**config.mk**
```make
export PLATFORM = sky130hd
export DESIGN_NAME = fwt_datapath
export DESIGN_NICKNAME = d
export VERILOG_FILES = /design/src/hdl/assert_macros.svh /design/src/hdl/fwt_pkg.sv /design/src/hdl/fwt_datapath.sv
export SDC_FILE = /design/constraint.sdc
export NUM_CORES = 2
export LEC_CHECK = 0
export BUFFER_PORTS_ARGS = -buffer_cell sky130_fd_sc_hd__buf_2
export CELL_PAD_IN_SITES_DETAIL_PLACEMENT = 1
export CELL_PAD_IN_SITES_GLOBAL_PLACEMENT = 1
export CORE_MARGIN = 2
export CORE_UTILIZATION = 50
export CTS_CLUSTER_SIZE = 20
export DETAILED_ROUTE_END_ITERATION = 12
export GPL_ROUTABILITY_DRIVEN = 0
export PLACE_DENSITY_LB_ADDON = 0.1
export SYNTH_ARGS = -nofsm -noshare
export SYNTH_HDL_FRONTEND = slang
export SYNTH_SLANG_ARGS = --single-unit
```
**constraint.sdc**
```tcl
create_clock -name clk -period 12.5 [get_ports clk]
set_clock_uncertainty 0.05 [all_clocks]
set_input_delay 0.625 -clock clk [delete_from_list [all_inputs] [get_ports clk]]
set_output_delay 0.625 -clock clk [all_outputs]
set_load 0.005 [all_outputs]
```
**src/hdl/assert_macros.svh**
```systemverilog
// Assertion macros for the futex wait table RTL.
`ifndef ASSERT_MACROS_SVH
`define ASSERT_MACROS_SVH

`ifndef ASSERT_OFF

// Same-cycle implication, ignored while in reset.
`define FWT_ASSERT_IMP(lbl, clk, rstn, ante, cons) \
    lbl: assert property (@(posedge clk) disable iff (!rstn) (ante) |-> (cons)) \
        else $error("futex wait table: assertion failed");

// Next-cycle implication, ignored while in reset.
`define FWT_ASSERT_NEXT(lbl, clk, rstn, ante, cons) \
    lbl: assert property (@(posedge clk) disable iff (!rstn) (ante) |=> (cons)) \
        else $error("futex wait table: assertion failed");

`else

`define FWT_ASSERT_IMP(lbl, clk, rstn, ante, cons)
`define FWT_ASSERT_NEXT(lbl, clk, rstn, ante, cons)

`endif

`endif

```
**src/hdl/fwt_pkg.sv**
```systemverilog
// Types, constants and field layout of the futex wait table.
package fwt_pkg;

    // Parameter defaults
    localparam int WAITER_SLOTS_DEF = 64;
    localparam int KEY_BITS_DEF     = 48;
    localparam int TASK_BITS_DEF    = 8;

    // Field widths
    localparam int OP_W     = 2;
    localparam int KEY_W    = 48;
    localparam int TASK_W   = 8;
    localparam int VALUE_W  = 32;
    localparam int COUNT_W  = 16;
    localparam int SLOT_W   = 6;
    localparam int STATUS_W = 3;
    localparam int TOTAL_W  = 7;

    // Input tdata layout
    localparam int KEY_LSB   = 0;
    localparam int TASK_LSB  = KEY_LSB + KEY_W;
    localparam int SEEN_LSB  = TASK_LSB + TASK_W;
    localparam int EXP_LSB   = SEEN_LSB + VALUE_W;
    localparam int COUNT_LSB = EXP_LSB + VALUE_W;
    localparam int SLOT_LSB  = COUNT_LSB + COUNT_W;
    localparam int INTR_BIT  = SLOT_LSB + SLOT_W;
    localparam int TMO_BIT   = INTR_BIT + 1;
    localparam int S_TDATA_W = TMO_BIT + 1;

    // Output tdata layout
    localparam int ST_LSB    = 0;
    localparam int OSLOT_LSB = ST_LSB + STATUS_W;
    localparam int OTASK_LSB = OSLOT_LSB + SLOT_W;
    localparam int TOTAL_LSB = OTASK_LSB + TASK_W;
    localparam int M_TDATA_W = TOTAL_LSB + TOTAL_W;

    typedef enum logic [OP_W-1:0] {
        OP_WAIT   = 2'd0,
        OP_WAKE   = 2'd1,
        OP_FINISH = 2'd2,
        OP_EXIT   = 2'd3
    } op_t;

    typedef enum logic [STATUS_W-1:0] {
        ST_OK       = 3'd0,
        ST_ALIGN    = 3'd1,
        ST_MISMATCH = 3'd2,
        ST_FULL     = 3'd3,
        ST_INTR     = 3'd4,
        ST_TIMEOUT  = 3'd5
    } status_t;

    typedef enum logic [1:0] {
        EMIT_PLAIN = 2'd0,
        EMIT_SLOT  = 2'd1,
        EMIT_WOKEN = 2'd2
    } emit_kind_t;

    // Controller to datapath commands
    typedef struct packed {
        logic       start;      // idle: point the slot index at the next op's first slot
        logic       load;       // latch the accepted transaction
        logic       idx_inc;    // advance to the next slot
        logic       mem_alloc;  // write a fresh waiter entry at the current slot
        logic       mem_woken;  // mark the current slot woken
        logic       valid_set;
        logic       valid_clr;
        logic       pend_load;  // hold the current slot as the pending wake result
        logic       emit;       // load the output register
        emit_kind_t emit_kind;
        status_t    emit_status;
        logic       emit_last;
    } fwt_cmd_t;

    // Datapath to controller status
    typedef struct packed {
        op_t  in_op;
        logic in_bad_align;
        logic in_mismatch;
        logic slot_free;
        logic idx_last;
        logic wake_match;
        logic count_hit;
        logic pend_valid;
        logic out_free;
        logic exit_match;
        logic fin_ok;
        logic slot_woken;
        logic intr;
        logic tmo;
    } fwt_stat_t;

endpackage

```
**src/hdl/fwt_datapath.sv**
```systemverilog
// Slot table, scan index, pending wake result and output register.
module fwt_datapath #(
    parameter int WAITER_SLOTS = fwt_pkg::WAITER_SLOTS_DEF,
    parameter int KEY_BITS     = fwt_pkg::KEY_BITS_DEF,
    parameter int TASK_BITS    = fwt_pkg::TASK_BITS_DEF
) (
    input  logic                           clk,
    input  logic                           rst_n,
    input  logic [fwt_pkg::S_TDATA_W-1:0]  s_tdata,
    input  logic [fwt_pkg::OP_W-1:0]       s_tuser,
    input  logic                           m_tready,
    output logic                           m_tvalid,
    output logic [fwt_pkg::M_TDATA_W-1:0]  m_tdata,
    output logic                           m_tuser,
    output logic                           m_tlast,
    input  fwt_pkg::fwt_cmd_t              cmd,
    output fwt_pkg::fwt_stat_t             stat
);

    localparam int IDX_W   = (WAITER_SLOTS > 1) ? $clog2(WAITER_SLOTS) : 1;
    localparam int ENTRY_W = 1 + TASK_BITS + KEY_BITS;
    localparam logic [IDX_W-1:0] IDX_LAST = IDX_W'(WAITER_SLOTS - 1);
    localparam logic [fwt_pkg::SLOT_W:0] SLOTS_EXT = (fwt_pkg::SLOT_W + 1)'(WAITER_SLOTS);

    // Unpacked input fields
    logic [fwt_pkg::KEY_W-1:0]   in_key;
    logic [fwt_pkg::TASK_W-1:0]  in_task;
    logic [fwt_pkg::VALUE_W-1:0] in_seen;
    logic [fwt_pkg::VALUE_W-1:0] in_exp;
    logic [fwt_pkg::COUNT_W-1:0] in_count;
    logic [fwt_pkg::SLOT_W-1:0]  in_slot;
    fwt_pkg::op_t                in_op;
    logic [IDX_W-1:0]            start_idx;

    // Latched operation
    logic [KEY_BITS-1:0]         key_reg;
    logic [TASK_BITS-1:0]        task_reg;
    logic [fwt_pkg::COUNT_W-1:0] count_reg;
    logic                        intr_reg;
    logic                        tmo_reg;
    logic                        range_reg;

    // Scan state
    logic [IDX_W-1:0]            idx_reg;
    logic [IDX_W-1:0]            idx_next;
    logic [fwt_pkg::TOTAL_W-1:0] n_reg;
    logic                        pend_valid_reg;
    logic [TASK_BITS-1:0]        pend_task_reg;
    logic [fwt_pkg::TOTAL_W-1:0] pend_total_reg;
    logic [WAITER_SLOTS-1:0]     valid_reg;

    // Slot memory: {woken, task, key}
    logic [ENTRY_W-1:0]          mem [WAITER_SLOTS];
    logic [ENTRY_W-1:0]          rd_reg;
    logic [ENTRY_W-1:0]          wr_data;
    logic [KEY_BITS-1:0]         rd_key;
    logic [TASK_BITS-1:0]        rd_task;
    logic                        rd_woken;
    logic                        cur_valid;

    // Output register
    logic                          m_tvalid_reg;
    logic [fwt_pkg::M_TDATA_W-1:0] m_tdata_reg;
    logic [fwt_pkg::M_TDATA_W-1:0] m_tdata_next;
    logic                          m_tuser_reg;
    logic                          m_tuser_next;
    logic                          m_tlast_reg;

    assign in_key   = s_tdata[fwt_pkg::KEY_LSB +: fwt_pkg::KEY_W];
    assign in_task  = s_tdata[fwt_pkg::TASK_LSB +: fwt_pkg::TASK_W];
    assign in_seen  = s_tdata[fwt_pkg::SEEN_LSB +: fwt_pkg::VALUE_W];
    assign in_exp   = s_tdata[fwt_pkg::EXP_LSB +: fwt_pkg::VALUE_W];
    assign in_count = s_tdata[fwt_pkg::COUNT_LSB +: fwt_pkg::COUNT_W];
    assign in_slot  = s_tdata[fwt_pkg::SLOT_LSB +: fwt_pkg::SLOT_W];
    assign in_op    = fwt_pkg::op_t'(s_tuser);

    // Finish starts at its own slot, every scan at slot zero
    assign start_idx = (in_op == fwt_pkg::OP_FINISH) ? IDX_W'(in_slot) : '0;

    always_comb
    begin
        if (cmd.start)
        begin
            idx_next = start_idx;
        end
        else if (cmd.idx_inc)
        begin
            idx_next = idx_reg + IDX_W'(1);
        end
        else
        begin
            idx_next = idx_reg;
        end
    end

    assign rd_key    = rd_reg[KEY_BITS-1:0];
    assign rd_task   = rd_reg[KEY_BITS +: TASK_BITS];
    assign rd_woken  = rd_reg[ENTRY_W-1];
    assign cur_valid = valid_reg[idx_reg];

    assign wr_data = cmd.mem_alloc ? {1'b0, task_reg, key_reg} : {1'b1, rd_task, key_reg};

    // Read the slot of the next cycle; write the current one
    always_ff @(posedge clk)
    begin
        if (cmd.mem_alloc || cmd.mem_woken)
        begin
            mem[idx_reg] <= wr_data;
        end
        rd_reg <= mem[idx_next];
    end

    // Latch the accepted transaction
    always_ff @(posedge clk)
    begin
        if (cmd.load)
        begin
            key_reg   <= KEY_BITS'(in_key);
            task_reg  <= TASK_BITS'(in_task);
            count_reg <= (in_count == '0) ? fwt_pkg::COUNT_W'(1) : in_count;
            intr_reg  <= s_tdata[fwt_pkg::INTR_BIT];
            tmo_reg   <= s_tdata[fwt_pkg::TMO_BIT];
            range_reg <= ({1'b0, in_slot} < SLOTS_EXT);
        end
        if (cmd.pend_load)
        begin
            pend_task_reg  <= rd_task;
            pend_total_reg <= n_reg + fwt_pkg::TOTAL_W'(1);
        end
    end

    // Scan control state and slot valid bits
    always_ff @(posedge clk or negedge rst_n)
    begin
        if (!rst_n)
        begin
            idx_reg        <= '0;
            n_reg          <= '0;
            pend_valid_reg <= 1'b0;
            valid_reg      <= '0;
        end
        else
        begin
            idx_reg <= idx_next;
            if (cmd.load)
            begin
                n_reg          <= '0;
                pend_valid_reg <= 1'b0;
            end
            else if (cmd.pend_load)
            begin
                n_reg          <= n_reg + fwt_pkg::TOTAL_W'(1);
                pend_valid_reg <= 1'b1;
            end
            if (cmd.valid_set)
            begin
                valid_reg[idx_reg] <= 1'b1;
            end
            else if (cmd.valid_clr)
            begin
                valid_reg[idx_reg] <= 1'b0;
            end
        end
    end

    // Build the result transaction
    always_comb
    begin
        m_tdata_next = '0;
        m_tuser_next = 1'b0;
        m_tdata_next[fwt_pkg::ST_LSB +: fwt_pkg::STATUS_W] = cmd.emit_status;
        unique case (cmd.emit_kind)
            fwt_pkg::EMIT_PLAIN:
            begin
                m_tuser_next = 1'b0;
            end
            fwt_pkg::EMIT_SLOT:
            begin
                m_tdata_next[fwt_pkg::OSLOT_LSB +: fwt_pkg::SLOT_W] = fwt_pkg::SLOT_W'(idx_reg);
            end
            fwt_pkg::EMIT_WOKEN:
            begin
                m_tdata_next[fwt_pkg::OTASK_LSB +: fwt_pkg::TASK_W] =
                    fwt_pkg::TASK_W'(pend_task_reg);
                m_tdata_next[fwt_pkg::TOTAL_LSB +: fwt_pkg::TOTAL_W] = pend_total_reg;
                m_tuser_next = 1'b1;
            end
            default:
            begin
                m_tuser_next = 1'b0;
            end
        endcase
    end

    // Output register: load on emit, drop once taken
    always_ff @(posedge clk or negedge rst_n)
    begin
        if (!rst_n)
        begin
            m_tvalid_reg <= 1'b0;
        end
        else if (cmd.emit)
        begin
            m_tvalid_reg <= 1'b1;
        end
        else if (m_tready)
        begin
            m_tvalid_reg <= 1'b0;
        end
    end

    always_ff @(posedge clk)
    begin
        if (cmd.emit)
        begin
            m_tdata_reg <= m_tdata_next;
            m_tuser_reg <= m_tuser_next;
            m_tlast_reg <= cmd.emit_last;
        end
    end

    assign m_tvalid = m_tvalid_reg;
    assign m_tdata  = m_tdata_reg;
    assign m_tuser  = m_tuser_reg;
    assign m_tlast  = m_tlast_reg;

    // Status to the controller
    assign stat.in_op        = in_op;
    assign stat.in_bad_align = |in_key[1:0];
    assign stat.in_mismatch  = (in_seen != in_exp);
    assign stat.slot_free    = !cur_valid;
    assign stat.idx_last     = (idx_reg == IDX_LAST);
    assign stat.wake_match   = cur_valid && (rd_key == key_reg) && !rd_woken;
    assign stat.count_hit    =
        ((fwt_pkg::COUNT_W'(n_reg) + fwt_pkg::COUNT_W'(1)) == count_reg);
    assign stat.pend_valid   = pend_valid_reg;
    assign stat.out_free     = !m_tvalid_reg || m_tready;
    assign stat.exit_match   = cur_valid && (rd_task == task_reg);
    assign stat.fin_ok       = range_reg && cur_valid;
    assign stat.slot_woken   = rd_woken;
    assign stat.intr         = intr_reg;
    assign stat.tmo          = tmo_reg;

endmodule

```
==> flow_summary_export.csv <==
group,metric,value,unit
outcome,outcome,"finished, final reports clean",
synthesis,synth_commonest_cells,"edfxtp_1 (3763), nand2_1 (2113), nand3_1 (746)",
critical_path,worstPathMaxFanout,65,
power,pwr-share-clk,40.0,%
synthesis,synth.cell_area,152300,sq um
route,wl_per_cell,35.81,microns
timing,hold_viol_final,0,
critical_path,critPathRequiredTime,11820,ps
route,drc,0,
layout,nFillCells,28080,
power,p_comb_share,10.7,%
timing,tightest_slew,1437,ps
layout,largest_reg_flops,3648,
timing,relSlewSlack,4.175,%
synthesis,synth_ff_type,"edfxtp_1",
clock_tree,post_cts_buffers,0,
synthesis,yosys_warnings,0,
synthesis,synth-seq-cells,3899,
floorplan,die-height,555.9,microns
floorplan,initial_utilization,50.25,%
clock_tree,cts-root-buf,"clkbuf_16",
floorplan,die_w,555.9,microns
timing,rsz0062_at_grt,"no",
layout,drive_above_1_share,11.70,%
synthesis,synthTopCellsByArea,"edfxtp_1 (74%), nand2_1 (5.2%), mux2i_1 (4.5%)",
timing,hold_slack,133.4,ps
route,vias,98450,
synthesis,yosysTopAreaCell,"edfxtp_1",
power,p_seq_share,49.3,%
synthesis,syn_nets,10430,
clock_tree,cts_tree,"done",
synthesis,synth-edff-count,3763,
floorplan,io_pins,206,
layout,final_nets,10750,
power,switching_share,25.47,%
clock_tree,max-clock-path-buffers,4,
synthesis,synth.distinct_cells,77,
clock_tree,htree_num_levels,5,
critical_path,arrival,5620,ps
critical_path,reg2regPathDepth,12,
floorplan,die_area,309000,sq um
route,drtIter0Drc,12610,
synthesis,synth.most_common_cell,"edfxtp_1",
route,routed_via_density,6.602,
synthesis,avgSynthCellArea,14.84,sq um
route,drtAntennaViolNets,0,
synthesis,netlist_instances,10260,
critical_path,start_kind,"flip-flop",
worst_hold_path,hold_depth,2,
floorplan,std_cell_rows,202,
worst_hold_path,hold_class,"in2reg",
grt,track_usage,34.10,%
critical_path,end_kind,"output pin",
clock_tree,numCtsBuffers,405,
timing,min_period,6299,ps
power,cellLeakagePower,57.23,nW
critical_path,criticalPathCategory,"reg2out",
power,power_density,175.6,nW/um^2
layout,area_growth,13.54,%
route,totalWireLength,533.9,mm
placed_design,portBuffers,205,
clock_tree,cts.sinks,3899,
clock_tree,clkTransAtPathRegs,60,ps
grt,antenna_found_initial,37,
clock_tree,clkLatencyLatePin,970,ps
power,power.net_switching,0.007733,W
power,max-vdd-ir-drop,0.1275,mV
flow_run,cap_violations,0,
synthesis,synth_top_cell_area_share,74.20,%
placed_design,place_hpwl,299.8,mm
timing,setup_tns,0,ps
synthesis,seq_area_frac_synth,76.25,%
grt,grt_overflow,0,
grt,grt_max_degree,141,
route,first_pass_iters,5,
grt,grt_pass1_wl,745.5,mm
timing,fmax,158.8,MHz
clock_tree,ctsResizeCount,0,
synthesis,synthArstFlopShare,2.026,%
timing,setup_viol,0,
grt,grt_pass1_vias,98990,
timing,drv_slew,0,
floorplan,core-area,303000,sq um
power,intPower,0.02263,W
timing,min_period_over_period,50.39,%
==> routing by layer <==
metal  up-vias  part of all wire, %  track usage, %
met4        24                  5.1           15.72
met3      1246                  9.6           6.344
met5         -                0.053               0
met1     51800                   38           45.56
met2      5383                   47           54.39
li1      39990                    -               -
==> area by class of cell <==
class | instances | area, sq um | area share [%]
antenna | 14 | 35.03 | 0.02026
clock buffer | 545 | 11110 | 6.425
clock inverter | 193 | 2042 | 1.181
inverter | 38 | 172.7 | 0.09986
multi-input combinational | 5624 | 33930 | 19.62
sequential | 3899 | 116100 | 67.16
tap | 3978 | 4977 | 2.879
timing repair buffer | 620 | 4527 | 2.618
==> layout by cell type, fill, tap and decap left out, types with 38 or more instances in the layout <==
cell	n
a2111oi_0	40
a211oi_1	94
a21oi_1	248
a221oi_1	164
a22oi_1	39
a311oi_1	80
a31oi_1	87
a32oi_1	191
and3_1	155
buf_2	204
buf_4	319
bufinv_16	38
clkbuf_1	103
clkbuf_16	412
clkinv_1	68
clkinv_2	60
dfrtp_1	79
dfxtp_1	57
dlygate4sd3_1	81
edfxtp_1	3763
mux2i_1	683
nand2_1	2111
nand3_1	745
nand4_1	132
nor2_4	70
o21ai_0	236
xnor2_1	63
xor2_1	43
==> what timing repair did <==
item / 4_1_cts / 5_1_grt
setup endpoints to repair: 0 / 0
hold buffers: 81 / 0
endpoints found under the hold margin: 88 / 0
==> worst max-delay path, stage by stage, from the launching register on <==
cell and delay, ps:
edfxtp_1 320, buf_4 560, xor2_1 460, buf_4 260
nor4_1 970, nand4_1 600, nor3_1 1020, buf_2 260
==> worst paths after layout <==
check	startpoint	to	slack (ps)
max	key_reg[21]	stat[8]	6200
min	cmd[13]	pend_valid_reg	130
max reg2reg	idx_reg[0]	rd_reg[13]	6600
min reg2reg	flip-flop	flip-flop	470
max in group asynchronous	rst_n	n_reg[3]	11190
min in group asynchronous	rst_n	async pin	510
==> cells by family after synthesis <==
kind of cell | Yosys count | synth area share, %
AO/OA/AOI/OAI | 1430 | 6.825
XOR/XNOR | 108 | 0.6211
adder cells (fa/ha/maj) | 2 | 0.01643
buffers and inverters | 736 | 1.982
flip-flops | 3899 | 76.25
multiplexers | 704 | 4.644
AND/OR/NAND/NOR | 3380 | 9.664
==> power groups by stage <==
| stage | Clock (W) | Combinational (W) | Sequential (W) |
|---|---|---|---|
| detailed placement | 0 | 0.00317 | 0.0152 |
| global route | 0.0127 | 0.00343 | 0.0150 |
| global placement | 0 | 0.00307 | 0.0152 |
| CTS | 0.0122 | 0.00321 | 0.0150 |
| floorplan | 0 | 0.00172 | 0.0152 |
| finish | 0.0122 | 0.00326 | 0.0150 |
==> stage by stage <==
stage	utilization, %	power, W	setup slack, ps	cells	area, sq um
floorplan	-	0.01697	7969	10260	152300
global placement	52.41	0.01828	6691	14070	158800
detailed placement	52.43	0.01839	6582	14080	158900
CTS	57.03	0.03037	6648	14900	172800
global route	57.05	0.03106	6419	14900	172900
finish	57.06	0.03036	6201	14910	172900
Power figures use the tool's default switching activity.
