File: config.mk
export PLATFORM = sky130hd
export DESIGN_NAME = fwt_ctrl
export DESIGN_NICKNAME = d
export VERILOG_FILES = /design/src/hdl/assert_macros.svh /design/src/hdl/fwt_pkg.sv /design/src/hdl/fwt_ctrl.sv
export SDC_FILE = /design/constraint.sdc
export NUM_CORES = 1
export LEC_CHECK = 0
export ABC_CLOCK_PERIOD_IN_PS = 1950
export BUFFER_PORTS_ARGS = -buffer_cell sky130_fd_sc_hd__buf_2
export CAP_MARGIN = 5
export CORE_UTILIZATION = 45
export DETAILED_ROUTE_END_ITERATION = 10
export GPL_ROUTABILITY_DRIVEN = 0
export PLACE_DENSITY = 0.76
export SETUP_SLACK_MARGIN = 0.3
export SKIP_CTS_REPAIR_TIMING = 1
export SYNTH_ARGS = -nofsm -noshare
export SYNTH_HDL_FRONTEND = slang
export SYNTH_SLANG_ARGS = --single-unit
File: constraint.sdc
create_clock -name clk -period 1.95 [get_ports clk]
set_clock_uncertainty 0.05 [all_clocks]
set_input_delay 0.39 -clock clk [delete_from_list [all_inputs] [get_ports clk]]
set_output_delay 0.39 -clock clk [all_outputs]
set_load 0.03 [all_outputs]
File: src/hdl/assert_macros.svh
// Assertion macros for the futex wait table RTL.
`ifndef ASSERT_MACROS_SVH
`define ASSERT_MACROS_SVH

`ifndef ASSERT_OFF

// Same-cycle implication, ignored while in reset.
`define FWT_ASSERT_IMP(lbl, clk, rstn, ante, cons) \
    lbl: assert property (@(posedge clk) disable iff (!rstn) (ante) |-> (cons)) \
        else $error("futex wait table: assertion failed");

// Next-cycle implication, ignored while in reset.
`define FWT_ASSERT_NEXT(lbl, clk, rstn, ante, cons) \
    lbl: assert property (@(posedge clk) disable iff (!rstn) (ante) |=> (cons)) \
        else $error("futex wait table: assertion failed");

`else

`define FWT_ASSERT_IMP(lbl, clk, rstn, ante, cons)
`define FWT_ASSERT_NEXT(lbl, clk, rstn, ante, cons)

`endif

`endif

File: src/hdl/fwt_pkg.sv
// Types, constants and field layout of the futex wait table.
package fwt_pkg;

    // Parameter defaults
    localparam int WAITER_SLOTS_DEF = 64;
    localparam int KEY_BITS_DEF     = 48;
    localparam int TASK_BITS_DEF    = 8;

    // Field widths
    localparam int OP_W     = 2;
    localparam int KEY_W    = 48;
    localparam int TASK_W   = 8;
    localparam int VALUE_W  = 32;
    localparam int COUNT_W  = 16;
    localparam int SLOT_W   = 6;
    localparam int STATUS_W = 3;
    localparam int TOTAL_W  = 7;

    // Input tdata layout
    localparam int KEY_LSB   = 0;
    localparam int TASK_LSB  = KEY_LSB + KEY_W;
    localparam int SEEN_LSB  = TASK_LSB + TASK_W;
    localparam int EXP_LSB   = SEEN_LSB + VALUE_W;
    localparam int COUNT_LSB = EXP_LSB + VALUE_W;
    localparam int SLOT_LSB  = COUNT_LSB + COUNT_W;
    localparam int INTR_BIT  = SLOT_LSB + SLOT_W;
    localparam int TMO_BIT   = INTR_BIT + 1;
    localparam int S_TDATA_W = TMO_BIT + 1;

    // Output tdata layout
    localparam int ST_LSB    = 0;
    localparam int OSLOT_LSB = ST_LSB + STATUS_W;
    localparam int OTASK_LSB = OSLOT_LSB + SLOT_W;
    localparam int TOTAL_LSB = OTASK_LSB + TASK_W;
    localparam int M_TDATA_W = TOTAL_LSB + TOTAL_W;

    typedef enum logic [OP_W-1:0] {
        OP_WAIT   = 2'd0,
        OP_WAKE   = 2'd1,
        OP_FINISH = 2'd2,
        OP_EXIT   = 2'd3
    } op_t;

    typedef enum logic [STATUS_W-1:0] {
        ST_OK       = 3'd0,
        ST_ALIGN    = 3'd1,
        ST_MISMATCH = 3'd2,
        ST_FULL     = 3'd3,
        ST_INTR     = 3'd4,
        ST_TIMEOUT  = 3'd5
    } status_t;

    typedef enum logic [1:0] {
        EMIT_PLAIN = 2'd0,
        EMIT_SLOT  = 2'd1,
        EMIT_WOKEN = 2'd2
    } emit_kind_t;

    // Controller to datapath commands
    typedef struct packed {
        logic       start;      // idle: point the slot index at the next op's first slot
        logic       load;       // latch the accepted transaction
        logic       idx_inc;    // advance to the next slot
        logic       mem_alloc;  // write a fresh waiter entry at the current slot
        logic       mem_woken;  // mark the current slot woken
        logic       valid_set;
        logic       valid_clr;
        logic       pend_load;  // hold the current slot as the pending wake result
        logic       emit;       // load the output register
        emit_kind_t emit_kind;
        status_t    emit_status;
        logic       emit_last;
    } fwt_cmd_t;

    // Datapath to controller status
    typedef struct packed {
        op_t  in_op;
        logic in_bad_align;
        logic in_mismatch;
        logic slot_free;
        logic idx_last;
        logic wake_match;
        logic count_hit;
        logic pend_valid;
        logic out_free;
        logic exit_match;
        logic fin_ok;
        logic slot_woken;
        logic intr;
        logic tmo;
    } fwt_stat_t;

endpackage

File: src/hdl/fwt_ctrl.sv
// Operation sequencer of the futex wait table.
module fwt_ctrl (
    input  logic                clk,
    input  logic                rst_n,
    input  logic                s_tvalid,
    output logic                s_tready,
    input  fwt_pkg::fwt_stat_t  stat,
    output fwt_pkg::fwt_cmd_t   cmd
);

    typedef enum logic [2:0] {
        S_IDLE,
        S_RESP,
        S_WAIT_SCAN,
        S_WAKE_SCAN,
        S_WAKE_END,
        S_FINISH,
        S_EXIT_SCAN
    } state_t;

    state_t            state_reg;
    state_t            state_next;
    fwt_pkg::status_t  resp_status_reg;
    fwt_pkg::status_t  resp_status_next;

    assign s_tready = (state_reg == S_IDLE);

    // Next state and datapath commands
    always_comb
    begin
        state_next       = state_reg;
        resp_status_next = resp_status_reg;
        cmd              = '0;
        cmd.emit_kind    = fwt_pkg::EMIT_PLAIN;
        cmd.emit_status  = fwt_pkg::ST_OK;
        unique case (state_reg)
            S_IDLE:
            begin
                cmd.start = 1'b1;
                if (s_tvalid)
                begin
                    cmd.load = 1'b1;
                    unique case (stat.in_op)
                        fwt_pkg::OP_WAIT:
                        begin
                            priority if (stat.in_bad_align)
                            begin
                                resp_status_next = fwt_pkg::ST_ALIGN;
                                state_next       = S_RESP;
                            end
                            else if (stat.in_mismatch)
                            begin
                                resp_status_next = fwt_pkg::ST_MISMATCH;
                                state_next       = S_RESP;
                            end
                            else
                            begin
                                state_next = S_WAIT_SCAN;
                            end
                        end
                        fwt_pkg::OP_WAKE:
                        begin
                            if (stat.in_bad_align)
                            begin
                                resp_status_next = fwt_pkg::ST_ALIGN;
                                state_next       = S_RESP;
                            end
                            else
                            begin
                                state_next = S_WAKE_SCAN;
                            end
                        end
                        fwt_pkg::OP_FINISH:
                        begin
                            state_next = S_FINISH;
                        end
                        fwt_pkg::OP_EXIT:
                        begin
                            resp_status_next = fwt_pkg::ST_OK;
                            state_next       = S_EXIT_SCAN;
                        end
                        default:
                        begin
                            state_next = S_IDLE;
                        end
                    endcase
                end
            end
            S_RESP:
            begin
                if (stat.out_free)
                begin
                    cmd.emit        = 1'b1;
                    cmd.emit_status = resp_status_reg;
                    cmd.emit_last   = 1'b1;
                    state_next      = S_IDLE;
                end
            end
            S_WAIT_SCAN:
            begin
                // Take the lowest free slot
                priority if (stat.slot_free)
                begin
                    if (stat.out_free)
                    begin
                        cmd.mem_alloc = 1'b1;
                        cmd.valid_set = 1'b1;
                        cmd.emit      = 1'b1;
                        cmd.emit_kind = fwt_pkg::EMIT_SLOT;
                        cmd.emit_last = 1'b1;
                        state_next    = S_IDLE;
                    end
                end
                else if (stat.idx_last)
                begin
                    if (stat.out_free)
                    begin
                        cmd.emit        = 1'b1;
                        cmd.emit_status = fwt_pkg::ST_FULL;
                        cmd.emit_last   = 1'b1;
                        state_next      = S_IDLE;
                    end
                end
                else
                begin
                    cmd.idx_inc = 1'b1;
                end
            end
            S_WAKE_SCAN:
            begin
                // Release the held result when the next waiter turns up
                if (stat.wake_match)
                begin
                    if (!stat.pend_valid || stat.out_free)
                    begin
                        cmd.emit      = stat.pend_valid;
                        cmd.emit_kind = fwt_pkg::EMIT_WOKEN;
                        cmd.mem_woken = 1'b1;
                        cmd.pend_load = 1'b1;
                        if (stat.count_hit || stat.idx_last)
                        begin
                            state_next = S_WAKE_END;
                        end
                        else
                        begin
                            cmd.idx_inc = 1'b1;
                        end
                    end
                end
                else if (stat.idx_last)
                begin
                    state_next = S_WAKE_END;
                end
                else
                begin
                    cmd.idx_inc = 1'b1;
                end
            end
            S_WAKE_END:
            begin
                if (stat.out_free)
                begin
                    cmd.emit      = 1'b1;
                    cmd.emit_kind = stat.pend_valid ? fwt_pkg::EMIT_WOKEN : fwt_pkg::EMIT_PLAIN;
                    cmd.emit_last = 1'b1;
                    state_next    = S_IDLE;
                end
            end
            S_FINISH:
            begin
                if (stat.out_free)
                begin
                    cmd.valid_clr = stat.fin_ok;
                    cmd.emit      = 1'b1;
                    cmd.emit_last = 1'b1;
                    priority if (stat.fin_ok && stat.slot_woken)
                    begin
                        cmd.emit_status = fwt_pkg::ST_OK;
                    end
                    else if (stat.intr)
                    begin
                        cmd.emit_status = fwt_pkg::ST_INTR;
                    end
                    else if (stat.tmo)
                    begin
                        cmd.emit_status = fwt_pkg::ST_TIMEOUT;
                    end
                    else
                    begin
                        cmd.emit_status = fwt_pkg::ST_OK;
                    end
                    state_next = S_IDLE;
                end
            end
            S_EXIT_SCAN:
            begin
                // Free every slot of the exiting task
                cmd.valid_clr = stat.exit_match;
                if (stat.idx_last)
                begin
                    state_next = S_RESP;
                end
                else
                begin
                    cmd.idx_inc = 1'b1;
                end
            end
            default:
            begin
                state_next = S_IDLE;
            end
        endcase
    end

    // Hold state and the pending response code
    always_ff @(posedge clk or negedge rst_n)
    begin
        if (!rst_n)
        begin
            state_reg       <= S_IDLE;
            resp_status_reg <= fwt_pkg::ST_OK;
        end
        else
        begin
            state_reg       <= state_next;
            resp_status_reg <= resp_status_next;
        end
    end

endmodule

==> run summary, run 1 <==
At the pin with the least slew margin, the transition time is 0.315 ns. The biggest area contributor in the post-synthesis netlist is sky130_fd_sc_hd__dfrtp_1. After detailed routing, the number of vias per cell comes to 5.95. For this run, the slowest stage of the critical path takes 0.43 ns. The checks that failed: setup timing. The floorplan die width was 41.5 um. The number of H-tree levels is 1.

Hold timing on the final database bottoms out at a slack of 0.448 ns. The number of max-cap violations was 0; the layout overhead on the synthesized area was 77.9%. The sort of element at the start of the critical path was a flop. The peak supply drop was 0.950 mV. The startpoint identified for the worst register-to-register timing path is state_reg[2]. The logs give -0.0707 ns for the setup slack after layout and 1250 um2 for the area of all placed cells without fillers. The post-place setup slack was 0.145 ns.

The number of buffers created by CTS was 3; the number of nets in the synthesized netlist was 109. Dividing the final minimum period by the clock period gives 104%. Net count of the finished layout: 161. Summed over all cells, the static leakage comes to 0.594 nW.

After clock tree synthesis, the clock-pin slew on the worst setup and hold paths is 0.05 ns. The count of input and output buffers is 33, and the placed cell count is 131. For this run, the leading register cell type out of synthesis is sky130_fd_sc_hd__dfrtp_1.

The flow ran to the end, but the final reports show violations. The tools report the cell area after placement as 932 um2. The logs give 45 for the number of distinct library cells after synthesis and 13 for the number of placement rows. The signal on the critical path passes through and2b_4, nand3b_1, a21boi_2, o32ai_2, buf_4. The async set-reset flop share out of synthesis was 100%; the placed wire-length estimate was 1.47 mm. The via count of the first global-routing pass is 720. The count of final max-slew check failures came out at 0. Synthesis-stage register bit count: 5. The run gives 0 as the final count of hold timing violations. Setup violations remaining at the end of the flow were counted as 4. Sequential elements use 17.8% of the synthesized area.

The tools report the source-to-sink clock delay at the later pin of the worst-skew pair as 0.24 ns. In this run the critical register-to-register path is captured at resp_status_reg[1]. For the number of clock sinks, the log shows 5. No sink is reached through more buffers than the 2 on the longest clock path. The number of antenna diodes in the final layout is 0.

The global-route wire length before repair came out at 3.02 mm. The tools report the data arrival time of the critical path as 1.58 ns. The logs give 1720 um2 for the die footprint and 0 for the final routed DRC violation total. The root buffer cell chosen for the clock tree is sky130_fd_sc_hd__clkbuf_4.

For the synthesis warning total, the log shows 0. The critical-path maximum fanout was 6. The global-route congestion overflow total was 0; the count of antenna-violating nets left after detailed routing was 0. The worst endpoint required time is 1.51 ns. By area the synthesized netlist is led by sky130_fd_sc_hd__dfrtp_1 (18%), sky130_fd_sc_hd__ha_1 (8.9%), sky130_fd_sc_hd__buf_4 (5.3%). Minimum clock period: 2.02 ns. Synthesis produced a netlist whose cell count is 86. After detailed routing, the average wire length per cell comes to 18.4 um.

The aggregate global-route resource usage was 21.3%. The share of layout cells above drive strength 1 was 64.2%; the starting DRC count in detailed routing was 27. The die outline height came out at 41.5 um. The critical path is of the reg -> out type.

Measured against its own limit, the worst slew margin works out to 78.9%. The tools report the fmax as 0.495 GHz. For this block, the routed nets add up to 2.79 mm of wire.

The slowest cell on the critical path is sky130_fd_sc_hd__dfrtp_2. For the number of optimization iterations in the first detailed-route pass, the log shows 4. In this run, synthesis inferred 0 flip-flops with an integrated enable. A synthesized cell averages 8.16 um2. For the worst flop-to-flop path, the logic depth is 5. Sorting the synthesized cells by how often they occur yields sky130_fd_sc_hd__nor2_1 (9), sky130_fd_sc_hd__inv_1 (7), sky130_fd_sc_hd__nand2_1 (7).

For the area inside the core boundary, the log shows 1380 um2. In this run the power density over the cells is 1200 nW/um2. STA classifies the critical path endpoint as an output pin. The logs give 0 for the initial antenna violation count and 905 for the via total after detailed routing.

The internal reg-to-reg setup slack is 0.16 ns, and the flip-flop count of the largest register after layout is 3. By instance count, the leading cell after synthesis is sky130_fd_sc_hd__nor2_1. For the number of top-level pins, the log shows 34. TritonCTS built the clock tree. The top cell type by area accounts for 17.8% of the synthesized area. Setup repair after global routing could not meet its margin everywhere. The final cell count without fillers was 152.

The worst hold path belongs to the class in -> async. For this configuration, the core starts out at a cell density of 50.8%. Entering global routing, the biggest net connects 11 pins. The post-synthesis cell area was 702 um2.
## logic make-up after synthesis
logic type / count (synthesis) / synth area share, %
compound gates: 25 / 29.1
fa+ha+maj: 5 / 8.91
buf+inv: 16 / 12.7
flops: 5 / 17.8
mux: 3 / 5.17
simple gates: 32 / 26.4
## layout by cell type (no fill, tap or decap), types with 2 or more instances in the layout
master,count
sky130_fd_sc_hd__o21ai_0,3
sky130_fd_sc_hd__mux2_4,2
sky130_fd_sc_hd__buf_4,19
sky130_fd_sc_hd__dfrtp_1,2
sky130_fd_sc_hd__a21boi_2,3
sky130_fd_sc_hd__clkbuf_4,4
sky130_fd_sc_hd__nand4_1,2
sky130_fd_sc_hd__o21bai_4,2
sky130_fd_sc_hd__nor2_4,4
sky130_fd_sc_hd__inv_1,7
sky130_fd_sc_hd__nor2b_1,2
sky130_fd_sc_hd__dfrtp_2,3
sky130_fd_sc_hd__ha_1,5
sky130_fd_sc_hd__nor3_1,2
sky130_fd_sc_hd__a21oi_1,2
sky130_fd_sc_hd__nand2_1,5
sky130_fd_sc_hd__buf_2,18
sky130_fd_sc_hd__nand2_2,2
sky130_fd_sc_hd__buf_6,15
sky130_fd_sc_hd__nor2_1,4
## layer usage
| layer | up-vias | GRT usage (%) | share of wire (%) |
|---|---|---|---|
| met5 | - | 0 | 0 |
| met1 | 433 | 24.4 | 39 |
| met2 | 44 | 42.5 | 52 |
| li1 | 414 | - | - |
| met4 | 0 | 1.94 | 4.7 |
| met3 | 14 | 2.61 | 4.1 |
## where the power goes
group	internal [mW]	switching, mW	total, mW	leakage, nW
Combinational	0.590	0.576	1.17	0.519
Clock	0.0772	0.0396	0.117	0.0150
Sequential	0.151	0.0637	0.214	0.0600
Total	0.818	0.679	1.50	0.594
## stage by stage
step                      utilization, %  setup TNS (ns)  total power, mW
after global routing                90.3          -0.371             1.56
after floorplan                        -               0            0.815
after global placement              67.4               0            0.942
final                               90.3          -0.117             1.50
after detailed placement            67.4               0            0.948
after CTS                           69.3          -0.424             1.07
## worst max-delay path: cells and delay by family, from the launching register on
family | cells | cell delay (ns)
AND/OR/NAND/NOR | 2 | 0.41
AO/OA/AOI/OAI | 2 | 0.29
buffers and inverters | 1 | 0.20
flip-flops | 1 | 0.43
## worst max-delay path by stage
| stage | slack, ns | to | from | cells past startpoint |
|---|---|---|---|---|
| 2_1_floorplan | 0.08 | resp_status_reg[1] | state_reg[0] | 5 |
| 3_3_place_gp | 0.17 | cmd[5] | state_reg[2] | 5 |
| 3_5_place_dp | 0.14 | cmd[5] | state_reg[2] | 5 |
| 4_1_cts | -0.12 | cmd[5] | state_reg[2] | 5 |
| 5_1_grt | -0.13 | cmd[1] | state_reg[0] | 5 |
| 6_report | -0.07 | cmd[1] | state_reg[0] | 5 |
## layout make-up
| type | count | area (um2) |
|---|---|---|
| fill | 70 | 134 |
| timing repair buffer | 55 | 439 |
| tap | 15 | 18.8 |
| clock buffer | 4 | 26.3 |
| multi-input combinational | 65 | 603 |
| sequential | 5 | 129 |
| inverter | 8 | 32.5 |
(Power assumes the default switching activity.)
==> inputs of run 2 (changes only) <==
- CAP_MARGIN: 5 -> not set
- CTS_CLUSTER_SIZE: not set -> 28
- SKIP_CTS_REPAIR_TIMING: 1 -> not set
==> run summary, run 2 (synthesized netlist as in run 1, its figures left out) <==
The flow ran to the end, but the final reports show violations. The final reports fail on setup timing. For the final-layout setup total negative slack, the log shows -0.126 ns. The tools report the number of max-cap violations as 0.

The run gives 163 as the net count of the finished layout. Cell at the root of the clock tree: sky130_fd_sc_hd__clkbuf_4. The filler cells instantiated in the layout total 67. Power comes to 1.48 mW. The core region is 1380 um2. The placed instances occupy a cell area of 932 um2. The first detailed-routing pass took 4 iterations. Minimum clock period: 1.99 ns. The path class of the tightest hold or removal check is in -> reg. The actual transition at the worst max-transition pin works out to 0.426 ns.

Summing all non-filler instances in the final layout gives an area of 1250 um2. STA classifies the critical path endpoint as an output pin. Global routing used 27.4% of the available tracks across all layers.

The global-route congestion overflow total came out at 0. The register with the most flip-flops in the layout has 3 of them. The critical path is of the reg -> out type. Setup repair after global routing could not meet its margin everywhere. The reported leakage power is 0.603 nW, and the data arrival time of the critical path is 1.55 ns.

After detailed routing, the number of vias per cell comes to 6.05. The final number of setup-violating endpoints was 7. Across all layers, the routed design uses 932 vias. The first global-routing pass estimated 3.82 mm of wire. Measured on the finished design, the core utilization comes to 90.4%.

The layout overhead on the synthesized area was 78.1%. The HPWL after detailed placement is 1.47 mm. The number of H-tree levels is 1, and the initial core utilization is 50.8%.

IR analysis of the VDD net gives a maximum drop of 1.06 mV. The count of final max-slew check failures is 0, and the depth of the worst register-to-register path is 6. The setup slack after layout came out at -0.0371 ns. The first element of the critical path is state_reg[0]. Timing analysis after detailed placement gives a worst setup slack of 0.145 ns. The sequential cells in the finished layout cover a total of 129 um2. Data on the critical path is required at its endpoint by 1.51 ns. The share of layout cells above drive strength 1 was 64.7%. Smallest hold slack: 0.424 ns. For the via count of the first global-routing pass, the log shows 876. In this run the critical register-to-register path is captured at resp_status_reg[1]. The initial antenna violation count came out at 0.

The clock transition at the register clock pins on the worst setup and hold paths after CTS is 0.04 ns. After detailed routing, the number of remaining DRC violations is 0. In the layout the commonest cells are sky130_fd_sc_hd__buf_4 (22), sky130_fd_sc_hd__buf_2 (17), sky130_fd_sc_hd__buf_6 (17). The logs give 2 for the maximum clock path buffer count and 0 for the final count of hold timing violations.

The tools report the number of buffers created by CTS as 3. The source-to-sink clock delay at the later pin of the worst-skew pair is 0.24 ns, and the detail-routed net length per standard cell is 19.0 um. In this run the vertical extent of the chip is 41.5 um.

The number of diodes was 0. The worst reg2reg path startpoint was state_reg[0]. In this run the worst setup path terminates at cmd[1].

The starting DRC count in detailed routing is 50, and the critical-path maximum fanout is 6. The max-slew headroom at the worst pin was 71.3%. Number of placement rows: 13. In this run the tool buffered the top-level ports with 33 buffer cells. The internal reg-to-reg setup slack is 0.14 ns.

Final wirelength: 2.93 mm. Leaving out filler cells and counting taps, the final layout contains 154. Measured along the x axis, the die boundary spans 41.5 um. The count of antenna-violating nets left after detailed routing was 0. The die covers 1720 um2. The area taken by multi-input logic gates is 592 um2. Derived from the worst setup path, the maximum achievable clock frequency is 0.503 GHz.

For this design the top-level I/O count stands at 34. Placed cell count: 131. The number of clock sinks was 5; the pin count of the biggest net entering global routing was 10.

The power density over the cells is 1190 nW/um2. TritonCTS built the clock tree. The sort of element at the start of the critical path was a flop. Ratio of final minimum period to clock period: 102%. Leaving out fill and tap cells, the most frequent cell in the layout is sky130_fd_sc_hd__buf_4.
[run 2: cell count changes in the layout (fill, tap and decap cells not counted), sizes merged]
cell,delta
clkbuf,-1
buf,+3
[run 2: worst max-delay path, stage by stage, from the launching register on]
cell and delay, ns:
sky130_fd_sc_hd__dfrtp_2 0.43, sky130_fd_sc_hd__and2b_4 0.28, sky130_fd_sc_hd__nand3b_1 0.11, sky130_fd_sc_hd__a21boi_2 0.18, sky130_fd_sc_hd__o32ai_2 0.09, sky130_fd_sc_hd__buf_4 0.20
[run 2: area by class of cell]
class,count,share of cell area [%]
multi-input cells,65,47.3
well taps,15,1.50
flip-flops and latches,5,10.3
repair buffers,57,36.1
clock buffers,4,2.10
inverters,8,2.60
[run 2: repair_timing]
| item | in CTS | in global routing |
|---|---|---|
| pin swaps | 6 | 8 |
| hold buffers | 1 | 0 |
| endpoints found under the setup margin | 19 | 20 |
| endpoints found under the hold margin | 5 | 0 |
| setup buffers | 15 | 3 |
| gates resized for setup | 31 | 15 |
[run 2: power breakdown]
part / internal, mW / switching [mW] / leakage, nW / total, mW
clock network: 0.0773 / 0.0419 / 0.0150 / 0.119
logic: 0.581 / 0.566 / 0.528 / 1.15
registers: 0.151 / 0.0676 / 0.0600 / 0.218
total: 0.809 / 0.675 / 0.603 / 1.48
[run 2: routing by layer]
metal	global-route usage [%]	routed length, um	up-vias
met5	0	0	-
met3	2.61	159	8
met4	3.23	65	0
met2	55.3	1600	51
li1	-	-	416
met1	31.1	1100	457
[run 2: worst min path at each step]
stage | start | end | depth (start not counted)
2_1_floorplan | rst_n | resp_status_reg[0] | 0
3_3_place_gp | rst_n | resp_status_reg[0] | 1
3_5_place_dp | rst_n | resp_status_reg[0] | 1
4_1_cts | stat[12] | resp_status_reg[0] | 3
5_1_grt | stat[12] | resp_status_reg[0] | 3
6_report | stat[12] | resp_status_reg[0] | 3
